### config.mk
export PLATFORM = sky130hd
export DESIGN_NAME = calendar_clock_counter_unit
export DESIGN_NICKNAME = d
export VERILOG_FILES = /design/src/hdl/ccc_pkg.sv /design/src/hdl/ccc_prescaler.sv /design/src/hdl/ccc_unit_cell.sv /design/src/hdl/ccc_year_cell.sv /design/src/hdl/calendar_clock_counter_unit.sv
export SDC_FILE = /design/constraint.sdc
export NUM_CORES = 1
export LEC_CHECK = 0
export BUFFER_PORTS_ARGS = -buffer_cell sky130_fd_sc_hd__buf_2
export CORE_ASPECT_RATIO = 0.8
export CORE_MARGIN = 2
export CORE_UTILIZATION = 55
export DETAILED_ROUTE_END_ITERATION = 10
export GPL_TIMING_DRIVEN = 0
export PLACE_DENSITY = 0.75
export SYNTH_ARGS = -nofsm -noshare
export SYNTH_HDL_FRONTEND = slang
export SYNTH_SLANG_ARGS = --single-unit
### constraint.sdc
create_clock -name i_clk -period 9.3 [get_ports i_clk]
set_input_delay 0.465 -clock i_clk [delete_from_list [all_inputs] [get_ports i_clk]]
set_output_delay 0.465 -clock i_clk [all_outputs]
set_load 0.02 [all_outputs]
### src/hdl/ccc_pkg.sv
// ============================================================================
// ccc_pkg: shared types, constants and helpers of the calendar clock counter
// Field widths, rollover limits, digit position codes, set-control structs.
// ============================================================================
package ccc_pkg;

    localparam int unsigned UNIT_W  = 7;
    localparam int unsigned YEAR_W  = 14;
    localparam int unsigned HI_W    = 8;
    localparam int unsigned TPS_W   = 16;
    localparam int unsigned DIGIT_W = 4;
    localparam int unsigned POS_W   = 4;

    localparam logic [TPS_W-1:0] TPS_RESET = 16'd10;

    // roll over when the incremented value reaches the limit
    localparam logic [UNIT_W-1:0] SEC_LIMIT   = 7'd60;
    localparam logic [UNIT_W-1:0] MIN_LIMIT   = 7'd60;
    localparam logic [UNIT_W-1:0] HOUR_LIMIT  = 7'd24;
    localparam logic [UNIT_W-1:0] MONTH_LIMIT = 7'd13;

    localparam logic [UNIT_W-1:0] BASE_ZERO = 7'd0;
    localparam logic [UNIT_W-1:0] BASE_ONE  = 7'd1;

    // year register span in hundreds and remainder: 2^14 = 16384 = 163*100 + 84
    localparam logic [8:0] YEAR_WRAP_HI = 9'd163;
    localparam logic [7:0] YEAR_WRAP_LO = 8'd84;

    // digit position codes of a set item
    localparam logic [POS_W-1:0] POS_DAY_TENS       = 4'd1;
    localparam logic [POS_W-1:0] POS_DAY_UNITS      = 4'd2;
    localparam logic [POS_W-1:0] POS_MONTH_TENS     = 4'd3;
    localparam logic [POS_W-1:0] POS_MONTH_UNITS    = 4'd4;
    localparam logic [POS_W-1:0] POS_YEAR_THOUSANDS = 4'd5;
    localparam logic [POS_W-1:0] POS_YEAR_HUNDREDS  = 4'd6;
    localparam logic [POS_W-1:0] POS_YEAR_TENS      = 4'd7;
    localparam logic [POS_W-1:0] POS_YEAR_UNITS     = 4'd8;
    localparam logic [POS_W-1:0] POS_HOUR_TENS      = 4'd9;
    localparam logic [POS_W-1:0] POS_HOUR_UNITS     = 4'd10;
    localparam logic [POS_W-1:0] POS_MIN_TENS       = 4'd11;
    localparam logic [POS_W-1:0] POS_MIN_UNITS      = 4'd12;
    localparam logic [POS_W-1:0] POS_SEC_TENS       = 4'd13;
    localparam logic [POS_W-1:0] POS_SEC_UNITS      = 4'd14;

    typedef enum logic [1:0] {
        YP_THOUSANDS,
        YP_HUNDREDS,
        YP_TENS,
        YP_UNITS
    } t_year_place;

    typedef struct packed {
        logic               en;
        logic               tens;
        logic [DIGIT_W-1:0] digit;
    } t_set_ctrl;

    typedef struct packed {
        logic               en;
        t_year_place        place;
        logic [DIGIT_W-1:0] digit;
    } t_year_set;

    typedef struct packed {
        logic [3:0] tens;   // tens digit of (v mod 100)
        logic [3:0] units;  // v mod 10
    } t_digits;

    // Decimal digits of a 7-bit value: v/10 by reciprocal 205/2048 (exact below 128)
    function automatic t_digits split_digits(input logic [UNIT_W-1:0] v);
        logic [14:0] prod;
        logic [3:0]  q;
        t_digits     d;
        prod    = 15'(v) * 15'd205;
        q       = prod[14:11];
        d.units = 4'(v - 7'(q) * 7'd10);
        d.tens  = (q >= 4'd10) ? (q - 4'd10) : q;
        return d;
    endfunction

    // Month length; months outside 1..12 count 31 days
    function automatic logic [4:0] month_days(input logic [UNIT_W-1:0] m, input logic leap);
        logic [4:0] len;
        case (m)
            7'd2: begin
                len = leap ? 5'd29 : 5'd28;
            end
            7'd4, 7'd6, 7'd9, 7'd11: begin
                len = 5'd30;
            end
            default: begin
                len = 5'd31;
            end
        endcase
        return len;
    endfunction

endpackage

### src/hdl/ccc_prescaler.sv
// ============================================================================
// ccc_prescaler: tick prescaler
// Counts ticks and flags the tick that completes a second.
// ============================================================================
module ccc_prescaler (
    input  logic                       i_clk,
    input  logic                       i_rst_n,
    input  logic                       i_tick,
    input  logic [ccc_pkg::TPS_W-1:0]  i_ticks_per_second,
    output logic                       o_second
);

    logic [ccc_pkg::TPS_W-1:0] r_count;
    logic [ccc_pkg::TPS_W-1:0] n_count;
    logic [ccc_pkg::TPS_W:0]   count_inc;

    always_comb begin
        count_inc = {1'b0, r_count} + 17'd1;
        o_second  = i_tick && (count_inc >= {1'b0, i_ticks_per_second});
        n_count   = r_count;
        if (i_tick) begin
            n_count = o_second ? '0 : count_inc[ccc_pkg::TPS_W-1:0];
        end
    end

    always_ff @(posedge i_clk) begin
        if (!i_rst_n) begin
            r_count <= '0;
        end else begin
            r_count <= n_count;
        end
    end

endmodule

### src/hdl/ccc_unit_cell.sv
// ============================================================================
// ccc_unit_cell: one 7-bit calendar unit
// Increments on carry in, rolls to base at the limit, or takes a digit set.
// ============================================================================
module ccc_unit_cell (
    input  logic                        i_clk,
    input  logic                        i_rst_n,
    input  logic [ccc_pkg::UNIT_W-1:0]  i_base,
    input  logic [ccc_pkg::UNIT_W-1:0]  i_limit,
    input  logic                        i_carry,
    input  ccc_pkg::t_set_ctrl          i_set,
    output logic [ccc_pkg::UNIT_W-1:0]  o_value,
    output logic                        o_carry
);

    logic [ccc_pkg::UNIT_W-1:0] r_value;
    logic [ccc_pkg::UNIT_W-1:0] n_value;
    logic [ccc_pkg::UNIT_W:0]   value_inc;
    logic [8:0]                 set_sum;
    ccc_pkg::t_digits           dg;

    always_comb begin
        value_inc = {1'b0, r_value} + 8'd1;
        dg        = ccc_pkg::split_digits(r_value);
        if (i_set.tens) begin
            set_sum = 9'(r_value) - 9'(dg.tens) * 9'd10 + 9'(i_set.digit) * 9'd10;
        end else begin
            set_sum = 9'(r_value) - 9'(dg.units) + 9'(i_set.digit);
        end

        n_value = r_value;
        o_carry = 1'b0;
        if (i_set.en) begin
            n_value = set_sum[ccc_pkg::UNIT_W-1:0];  // wraps to the register width
        end else if (i_carry) begin
            if (value_inc >= {1'b0, i_limit}) begin
                n_value = i_base;
                o_carry = 1'b1;
            end else begin
                n_value = value_inc[ccc_pkg::UNIT_W-1:0];
            end
        end
    end

    always_ff @(posedge i_clk) begin
        if (!i_rst_n) begin
            r_value <= i_base;
        end else begin
            r_value <= n_value;
        end
    end

    assign o_value = r_value;

endmodule

### src/hdl/ccc_year_cell.sv
// ============================================================================
// ccc_year_cell: year held as hundreds and remainder (year = hi*100 + lo)
// Keeps decimal digits and leap test cheap; wraps after 9999 and at 14 bits.
// ============================================================================
module ccc_year_cell (
    input  logic                        i_clk,
    input  logic                        i_rst_n,
    input  logic                        i_carry,
    input  ccc_pkg::t_year_set          i_set,
    output logic [ccc_pkg::YEAR_W-1:0]  o_year,
    output logic                        o_leap
);

    logic [ccc_pkg::HI_W-1:0]   r_hi;
    logic [ccc_pkg::UNIT_W-1:0] r_lo;
    logic [ccc_pkg::HI_W-1:0]   n_hi;
    logic [ccc_pkg::UNIT_W-1:0] n_lo;

    logic [ccc_pkg::UNIT_W-1:0] hi_mod;
    ccc_pkg::t_digits           dh;
    ccc_pkg::t_digits           dl;
    logic [8:0]                 hi_w;
    logic [8:0]                 hi_n;
    logic [8:0]                 hi_s;
    logic [7:0]                 lo_w;
    logic [7:0]                 lo_n;
    logic [7:0]                 lo_s;
    logic                       past_max;

    always_comb begin
        // digit set: replace one digit of (year mod 10000)
        hi_mod = (r_hi >= 8'd100) ? 7'(r_hi - 8'd100) : r_hi[ccc_pkg::UNIT_W-1:0];
        dh     = ccc_pkg::split_digits(hi_mod);
        dl     = ccc_pkg::split_digits(r_lo);
        hi_w   = 9'(r_hi);
        lo_w   = 8'(r_lo);
        case (i_set.place)
            ccc_pkg::YP_THOUSANDS: begin
                hi_w = 9'(r_hi) - 9'(dh.tens) * 9'd10 + 9'(i_set.digit) * 9'd10;
            end
            ccc_pkg::YP_HUNDREDS: begin
                hi_w = 9'(r_hi) - 9'(dh.units) + 9'(i_set.digit);
            end
            ccc_pkg::YP_TENS: begin
                lo_w = 8'(r_lo) - 8'(dl.tens) * 8'd10 + 8'(i_set.digit) * 8'd10;
            end
            ccc_pkg::YP_UNITS: begin
                lo_w = 8'(r_lo) - 8'(dl.units) + 8'(i_set.digit);
            end
            default: begin
            end
        endcase

        // bring lo back under 100
        if (lo_w >= 8'd100) begin
            lo_n = lo_w - 8'd100;
            hi_n = hi_w + 9'd1;
        end else begin
            lo_n = lo_w;
            hi_n = hi_w;
        end

        // truncate to 14 bits: subtract 16384 once when reached
        hi_s = hi_n;
        lo_s = lo_n;
        if ((hi_n > ccc_pkg::YEAR_WRAP_HI) ||
            ((hi_n == ccc_pkg::YEAR_WRAP_HI) && (lo_n >= ccc_pkg::YEAR_WRAP_LO))) begin
            if (lo_n >= ccc_pkg::YEAR_WRAP_LO) begin
                lo_s = lo_n - ccc_pkg::YEAR_WRAP_LO;
                hi_s = hi_n - ccc_pkg::YEAR_WRAP_HI;
            end else begin
                lo_s = lo_n + (8'd100 - ccc_pkg::YEAR_WRAP_LO);
                hi_s = hi_n - (ccc_pkg::YEAR_WRAP_HI + 9'd1);
            end
        end

        // year increment; anything at or past 9999 wraps to zero
        past_max = (r_hi >= 8'd100) || ((r_hi == 8'd99) && (r_lo == 7'd99));

        n_hi = r_hi;
        n_lo = r_lo;
        if (i_set.en) begin
            n_hi = hi_s[ccc_pkg::HI_W-1:0];
            n_lo = lo_s[ccc_pkg::UNIT_W-1:0];
        end else if (i_carry) begin
            if (past_max) begin
                n_hi = '0;
                n_lo = '0;
            end else if (r_lo == 7'd99) begin
                n_hi = r_hi + 8'd1;
                n_lo = '0;
            end else begin
                n_lo = r_lo + 7'd1;
            end
        end
    end

    always_ff @(posedge i_clk) begin
        if (!i_rst_n) begin
            r_hi <= '0;
            r_lo <= '0;
        end else begin
            r_hi <= n_hi;
            r_lo <= n_lo;
        end
    end

    // divisible by 400 when lo is 0 and hi by 4; otherwise by 4 when lo is
    assign o_leap = (r_lo == 7'd0) ? (r_hi[1:0] == 2'b00) : (r_lo[1:0] == 2'b00);

    // hi*100 = hi*64 + hi*32 + hi*4
    assign o_year = ({6'b0, r_hi} << 6) + ({6'b0, r_hi} << 5) + ({6'b0, r_hi} << 2)
                  + {7'b0, r_lo};

endmodule

### src/hdl/calendar_clock_counter_unit.sv
// ============================================================================
// calendar_clock_counter_unit: real-time clock and Gregorian calendar
// The result of an item is on m_axis in the cycle after accept.
// Throughput: 1 item per cycle while m_axis drains; carries ripple combinationally.
// Reset (sync, active low): 00:00:00, day 1, month 1, year 0, 10 ticks/s.
// ============================================================================
module calendar_clock_counter_unit (
    input  logic        i_clk,
    input  logic        i_rst_n,

    // ticks_per_second register
    input  logic        i_cfg_we,
    input  logic [15:0] i_cfg_wdata,

    // request items
    input  logic        s_axis_tvalid,
    output logic        s_axis_tready,
    input  logic [7:0]  s_axis_tdata,   // [3:0] digit_position, [7:4] digit_value
    input  logic        s_axis_tuser,   // req_type: 0 tick, 1 digit set

    // result items
    output logic        m_axis_tvalid,
    input  logic        m_axis_tready,
    output logic [55:0] m_axis_tdata    // [6:0] second_count, [13:7] minute_count,
                                        // [20:14] hour_count, [27:21] day_of_month,
                                        // [34:28] month_number, [48:35] year_number,
                                        // [49] second_strobe, [55:50] zero
);

    // ------------------------------------------------------------------
    // Structure: prescaler -> sec -> min -> hour -> day -> month -> year.
    // Each cell holds one unit and passes its rollover carry to the next
    // cell in the same cycle. The cell registers are the result register:
    // they change only when an item is accepted, and an item is accepted
    // whenever the result slot is empty or being drained, so a new item
    // goes in the same cycle the old result leaves.
    // ------------------------------------------------------------------

    logic [ccc_pkg::TPS_W-1:0]  r_ticks_per_second;
    logic                       r_out_valid;
    logic                       r_strobe;

    logic                       in_accept;
    logic                       tick;
    logic                       set_req;
    logic [ccc_pkg::POS_W-1:0]  digit_position;
    logic [ccc_pkg::DIGIT_W-1:0] digit_value;

    ccc_pkg::t_set_ctrl         set_sec;
    ccc_pkg::t_set_ctrl         set_min;
    ccc_pkg::t_set_ctrl         set_hour;
    ccc_pkg::t_set_ctrl         set_day;
    ccc_pkg::t_set_ctrl         set_month;
    ccc_pkg::t_year_set         set_year;

    logic                       second_done;
    logic                       carry_sec;
    logic                       carry_min;
    logic                       carry_hour;
    logic                       carry_day;
    logic                       carry_month;

    logic [ccc_pkg::UNIT_W-1:0] sec_val;
    logic [ccc_pkg::UNIT_W-1:0] min_val;
    logic [ccc_pkg::UNIT_W-1:0] hour_val;
    logic [ccc_pkg::UNIT_W-1:0] day_val;
    logic [ccc_pkg::UNIT_W-1:0] month_val;
    logic [ccc_pkg::YEAR_W-1:0] year_val;
    logic                       leap;
    logic [ccc_pkg::UNIT_W-1:0] day_limit;

    // handshake
    assign s_axis_tready  = !r_out_valid || m_axis_tready;
    assign in_accept      = s_axis_tvalid && s_axis_tready;
    assign tick           = in_accept && !s_axis_tuser;
    assign set_req        = in_accept && s_axis_tuser;
    assign digit_position = s_axis_tdata[3:0];
    assign digit_value    = s_axis_tdata[7:4];

    // config register
    always_ff @(posedge i_clk) begin
        if (!i_rst_n) begin
            r_ticks_per_second <= ccc_pkg::TPS_RESET;
        end else if (i_cfg_we) begin
            r_ticks_per_second <= i_cfg_wdata;
        end
    end

    // digit position decode; unused positions select no cell
    always_comb begin
        set_sec         = '{en: 1'b0, tens: 1'b0, digit: digit_value};
        set_min         = set_sec;
        set_hour        = set_sec;
        set_day         = set_sec;
        set_month       = set_sec;
        set_year.en     = 1'b0;
        set_year.place  = ccc_pkg::YP_UNITS;
        set_year.digit  = digit_value;
        case (digit_position)
            ccc_pkg::POS_DAY_TENS: begin
                set_day.en   = set_req;
                set_day.tens = 1'b1;
            end
            ccc_pkg::POS_DAY_UNITS: begin
                set_day.en   = set_req;
            end
            ccc_pkg::POS_MONTH_TENS: begin
                set_month.en   = set_req;
                set_month.tens = 1'b1;
            end
            ccc_pkg::POS_MONTH_UNITS: begin
                set_month.en   = set_req;
            end
            ccc_pkg::POS_YEAR_THOUSANDS: begin
                set_year.en    = set_req;
                set_year.place = ccc_pkg::YP_THOUSANDS;
            end
            ccc_pkg::POS_YEAR_HUNDREDS: begin
                set_year.en    = set_req;
                set_year.place = ccc_pkg::YP_HUNDREDS;
            end
            ccc_pkg::POS_YEAR_TENS: begin
                set_year.en    = set_req;
                set_year.place = ccc_pkg::YP_TENS;
            end
            ccc_pkg::POS_YEAR_UNITS: begin
                set_year.en    = set_req;
                set_year.place = ccc_pkg::YP_UNITS;
            end
            ccc_pkg::POS_HOUR_TENS: begin
                set_hour.en   = set_req;
                set_hour.tens = 1'b1;
            end
            ccc_pkg::POS_HOUR_UNITS: begin
                set_hour.en   = set_req;
            end
            ccc_pkg::POS_MIN_TENS: begin
                set_min.en   = set_req;
                set_min.tens = 1'b1;
            end
            ccc_pkg::POS_MIN_UNITS: begin
                set_min.en   = set_req;
            end
            ccc_pkg::POS_SEC_TENS: begin
                set_sec.en   = set_req;
                set_sec.tens = 1'b1;
            end
            ccc_pkg::POS_SEC_UNITS: begin
                set_sec.en   = set_req;
            end
            default: begin
            end
        endcase
    end

    // day rolls over once it passes the month length
    assign day_limit = 7'(ccc_pkg::month_days(month_val, leap)) + 7'd1;

    // cell chain
    ccc_prescaler u_prescaler (
        .i_clk              (i_clk),
        .i_rst_n            (i_rst_n),
        .i_tick             (tick),
        .i_ticks_per_second (r_ticks_per_second),
        .o_second           (second_done)
    );

    ccc_unit_cell u_sec (
        .i_clk   (i_clk),
        .i_rst_n (i_rst_n),
        .i_base  (ccc_pkg::BASE_ZERO),
        .i_limit (ccc_pkg::SEC_LIMIT),
        .i_carry (second_done),
        .i_set   (set_sec),
        .o_value (sec_val),
        .o_carry (carry_sec)
    );

    ccc_unit_cell u_min (
        .i_clk   (i_clk),
        .i_rst_n (i_rst_n),
        .i_base  (ccc_pkg::BASE_ZERO),
        .i_limit (ccc_pkg::MIN_LIMIT),
        .i_carry (carry_sec),
        .i_set   (set_min),
        .o_value (min_val),
        .o_carry (carry_min)
    );

    ccc_unit_cell u_hour (
        .i_clk   (i_clk),
        .i_rst_n (i_rst_n),
        .i_base  (ccc_pkg::BASE_ZERO),
        .i_limit (ccc_pkg::HOUR_LIMIT),
        .i_carry (carry_min),
        .i_set   (set_hour),
        .o_value (hour_val),
        .o_carry (carry_hour)
    );

    ccc_unit_cell u_day (
        .i_clk   (i_clk),
        .i_rst_n (i_rst_n),
        .i_base  (ccc_pkg::BASE_ONE),
        .i_limit (day_limit),
        .i_carry (carry_hour),
        .i_set   (set_day),
        .o_value (day_val),
        .o_carry (carry_day)
    );

    ccc_unit_cell u_month (
        .i_clk   (i_clk),
        .i_rst_n (i_rst_n),
        .i_base  (ccc_pkg::BASE_ONE),
        .i_limit (ccc_pkg::MONTH_LIMIT),
        .i_carry (carry_day),
        .i_set   (set_month),
        .o_value (month_val),
        .o_carry (carry_month)
    );

    ccc_year_cell u_year (
        .i_clk   (i_clk),
        .i_rst_n (i_rst_n),
        .i_carry (carry_month),
        .i_set   (set_year),
        .o_year  (year_val),
        .o_leap  (leap)
    );

    // result slot
    always_ff @(posedge i_clk) begin
        if (!i_rst_n) begin
            r_out_valid <= 1'b0;
            r_strobe    <= 1'b0;
        end else begin
            if (in_accept) begin
                r_out_valid <= 1'b1;
                r_strobe    <= second_done;
            end else if (m_axis_tready) begin
                r_out_valid <= 1'b0;
            end
        end
    end

    assign m_axis_tvalid = r_out_valid;
    assign m_axis_tdata  = {6'b0, r_strobe, year_val, month_val, day_val,
                            hour_val, min_val, sec_val};

`ifndef SYNTHESIS
    // a digit set never completes a second
    assert property (@(posedge i_clk) disable iff (!i_rst_n)
        (s_axis_tvalid && s_axis_tready && s_axis_tuser) |=> !m_axis_tdata[49])
        else $error("second strobe raised by a set item");

    // every accepted item leaves a result behind
    assert property (@(posedge i_clk) disable iff (!i_rst_n)
        (s_axis_tvalid && s_axis_tready) |=> m_axis_tvalid)
        else $error("accepted item produced no result");

    // date and time hold while no item is taken
    assert property (@(posedge i_clk) disable iff (!i_rst_n)
        !(s_axis_tvalid && s_axis_tready) |=> $stable(m_axis_tdata[48:0]))
        else $error("calendar changed without an accepted item");
`endif

endmodule

==> run metrics <==
cts hold-fix bufs 0; hold path endpoint r_ticks_per_second[1]$_SDFFE_PN1P_; WL/cell 19.1 um; worst reg2reg startpoint u_year.r_hi[1]$_SDFFE_PN0P_; kind of critical path flop to flop; Final Cycle Share 1.02; global-route wire length before repair 93.1 mm; Filler Cell Count 2869; clock share of power 0.095; routed via count 18746; RSZ-0062 raised after global routing true; die area 0.0383 mm2; crit path time final 9.47 ns; DRT iter0 DRCs 1586; Worst-Margin Slew 1.27 ns; hold_ws 0.323 ns; final wirelength 59.0 mm; Gate power share 0.808; cell leakage power 12.2 nW; H-tree levels 3; min-delay src i_cfg_wdata[1]; CTS Buffer Depth 2; clk_lat worst skew 0.37 ns; PnR worst setup slack -0.171 ns; Final Hold Viols 0; gp weighted congestion 0.961; post-synth top area share 0.264; VDD IR max 0.256 mV; Syn-to-layout area delta 16.5%; syn_area_per_cell 8.42 um2; DRC viols 0; TritonCTS Sinks 84; worst hold path class input port to flop; placed instance count 2965; most common cell in the netlist ha_1; Net Sw Frac 0.507; Num CTS Buffers 9; Setup TNS -1.14 ns; reg2reg end u_year.r_hi[7]$_SDFFE_PN0P_; final setup fails 11; Hold Crit Depth 3; P_int 2.08 mW; Worst Skew 0.0212 ns; Slew Limit Fails 0; layout cell share with drive strength beyond 1 0.173; critical path's largest stage delay 0.55 ns; HPWL after detailed placement 44.4 mm; Most used DFF post-synth dfxtp_1; Finished Core Util 0.653; CP Max Fanout 7; Root Driver clkbuf_16; Yosys top cell by area ha_1; CP max-delay cell fa_1; sequential share of power 0.096; Worst setup SP type flop; data required time of the critical path 9.55 ns; Worst Setup End Kind flop; sequential fraction of the synthesis area 0.0832; num rows 62; PD cells 179 mW/mm2; violated checks setup timing; initial antenna violation count 0; reg2reg path depth 44; Yosys reg bits 84; num ports 88; vias in the first global route 18449; routed vias/inst 6.08; pre-CTS setup slack -1.56 ns; final cell count without fillers 3085; Chip Height 175 um; run status finished, violations left; Max Cap Viol 0; Max Freq 106 MHz; pin count of the biggest net entering global routing 19; I/O Buffers 78; fin nets 3200; Unique masters post-synth 103; Starting Density 0.560; drt pass-1 iters 6; total gr overflow 0; commonest cells in the synthesized netlist ha_1, inv_1, nand2_1, a21oi_1, nor2_1; core area 0.0361 mm2; Antenna Cells 0; Async SR Flop Fraction 0; Die Wd 218 um; CTS tree built; Tot GR Track Use 0.299; Post-synth EDFFs 0; clk slew on worst S/H paths 0.09 ns; post-detailed-route count of antenna-violating nets 0; Synth warnings 0; P_sw 2.13 mW; crit path DAT 9.72 ns; Slew HR 0.129; Area contributors post-synth ha_1, fa_1, dfxtp_1; Syn Inst Count 2402; flop2flop setup slack -0.17 ns; Mapped Area 0.0202 mm2
[critical path, delay by kind of cell, from the launching register on]
| kind | cells | cell delay [ns] |
|---|---|---|
| buffers and inverters | 10 | 0.91 |
| DFF | 1 | 0.41 |
| adders and majority gates | 12 | 3.57 |
| xor gates and xnor gates | 3 | 0.63 |
| and+or+nand+nor | 6 | 1.11 |
| AOI/OAI and AO/OA | 13 | 2.68 |
[cell families (layout without fill, tap and decap cells)]
group | after synthesis | after routing | share of synthesized area
xor+xnor | 212 | 212 | 0.0940
compound gates | 545 | 545 | 0.184
other cells | 1 | 6 | 0.000186
simple gates | 573 | 573 | 0.139
fa+ha+maj | 571 | 571 | 0.406
mux | 42 | 42 | 0.0215
buf+inv | 374 | 572 | 0.0719
flops | 84 | 84 | 0.0832
[through the flow]
step / total power [mW] / cell area (um2)
floorplan: 2.23 / 20400
detailed placement: 2.74 / 21400
global placement: 2.67 / 21400
global route: 4.45 / 23600
CTS: 3.79 / 22800
finish: 4.21 / 23600
[how the worst max path moves through the flow]
| stage | start | to | slack (ns) |
|---|---|---|---|
| 6_report | u_year.r_hi[1]$_SDFFE_PN0P_ | u_year.r_hi[7]$_SDFFE_PN0P_ | -0.17 |
| 5_1_grt | u_year.r_hi[1]$_SDFFE_PN0P_ | u_year.r_lo[6]$_SDFFE_PN0P_ | -0.49 |
| 4_1_cts | u_year.r_hi[1]$_SDFFE_PN0P_ | u_year.r_lo[6]$_SDFFE_PN0P_ | -0.004 |
| 3_5_place_dp | u_year.r_hi[1]$_SDFFE_PN0P_ | u_year.r_hi[2]$_SDFFE_PN0P_ | -1.56 |
| 3_3_place_gp | u_year.r_hi[1]$_SDFFE_PN0P_ | u_year.r_hi[4]$_SDFFE_PN0P_ | -1.54 |
| 2_1_floorplan | u_year.r_hi[0]$_SDFFE_PN0P_ | u_year.r_lo[2]$_SDFFE_PN0P_ | -0.03 |
[layer usage]
| layer | GRT usage | vias up | routed length (um) | share of wire |
|---|---|---|---|---|
| met5 | 0 | - | 0 | 0 |
| met4 | 0.103 | 0 | 2000 | 0.034 |
| met3 | 0.0575 | 166 | 5050 | 0.086 |
| met2 | 0.471 | 859 | 26200 | 0.44 |
| met1 | 0.410 | 8942 | 25800 | 0.44 |
| li1 | - | 8779 | - | - |
[area by class of cell]
type | count | area [um2] | share of cell area
Buffer | 52 | 256 | 0.0109
Clock buffer | 9 | 225 | 0.00956
Clock inverter | 7 | 76.3 | 0.00324
Inverter | 321 | 1260 | 0.0534
Multi-Input combinational cell | 1949 | 18200 | 0.772
Sequential cell | 84 | 1730 | 0.0732
Tap cell | 480 | 601 | 0.0255
Timing Repair Buffer | 183 | 1230 | 0.0521
[cell usage in the layout (no fill, tap or decap), drive strengths merged, types with 9 or more instances in the layout]
master	netlist	routed
fa	143	143
o21bai	19	19
and3	16	16
xor2	77	77
or2	15	15
o22ai	9	9
a21o	64	64
nor3	42	42
a31o	9	9
o21a	19	19
nand3	60	60
mux2	11	11
buf	22	204
nand2	158	158
o21ai	91	91
inv	320	319
nand2b	25	25
o211ai	19	19
nor2	150	150
nor2b	16	16
a21oi	154	154
nand4	17	17
or3	21	21
clkbuf	31	40
a211oi	10	10
a31oi	25	25
mux2i	31	31
dfxtp	84	84
ha	427	427
xnor2	133	133
o311ai	10	10
and2	16	16
[power groups by stage]
stage | logic, mW | clock network (mW) | registers [mW]
2_1_floorplan | 1.82 | 0 | 0.409
3_3_place_gp | 2.25 | 0 | 0.422
3_5_place_dp | 2.32 | 0 | 0.423
4_1_cts | 2.98 | 0.402 | 0.402
5_1_grt | 3.63 | 0.412 | 0.407
6_report | 3.40 | 0.401 | 0.405
[what timing repair did]
| action | CTS | global route |
|---|---|---|
| endpoints found under the setup margin | 13 | 13 |
| pin swaps | 57 | 83 |
| gates resized for setup | 117 | 98 |
| setup buffers | 65 | 41 |
[sequential cells by signal (all words and copies together) (netlist names)]
name	count
m_axis_tvalid	1
r_strobe	1
r_ticks_per_second	16
u_day.o_value	7
u_hour.o_value	7
u_min.o_value	7
u_month.o_value	7
u_prescaler.r_count	16
u_sec.o_value	7
u_year.r_hi	8
u_year.r_lo	7
Note: power is estimated with default switching activity, not from simulation.
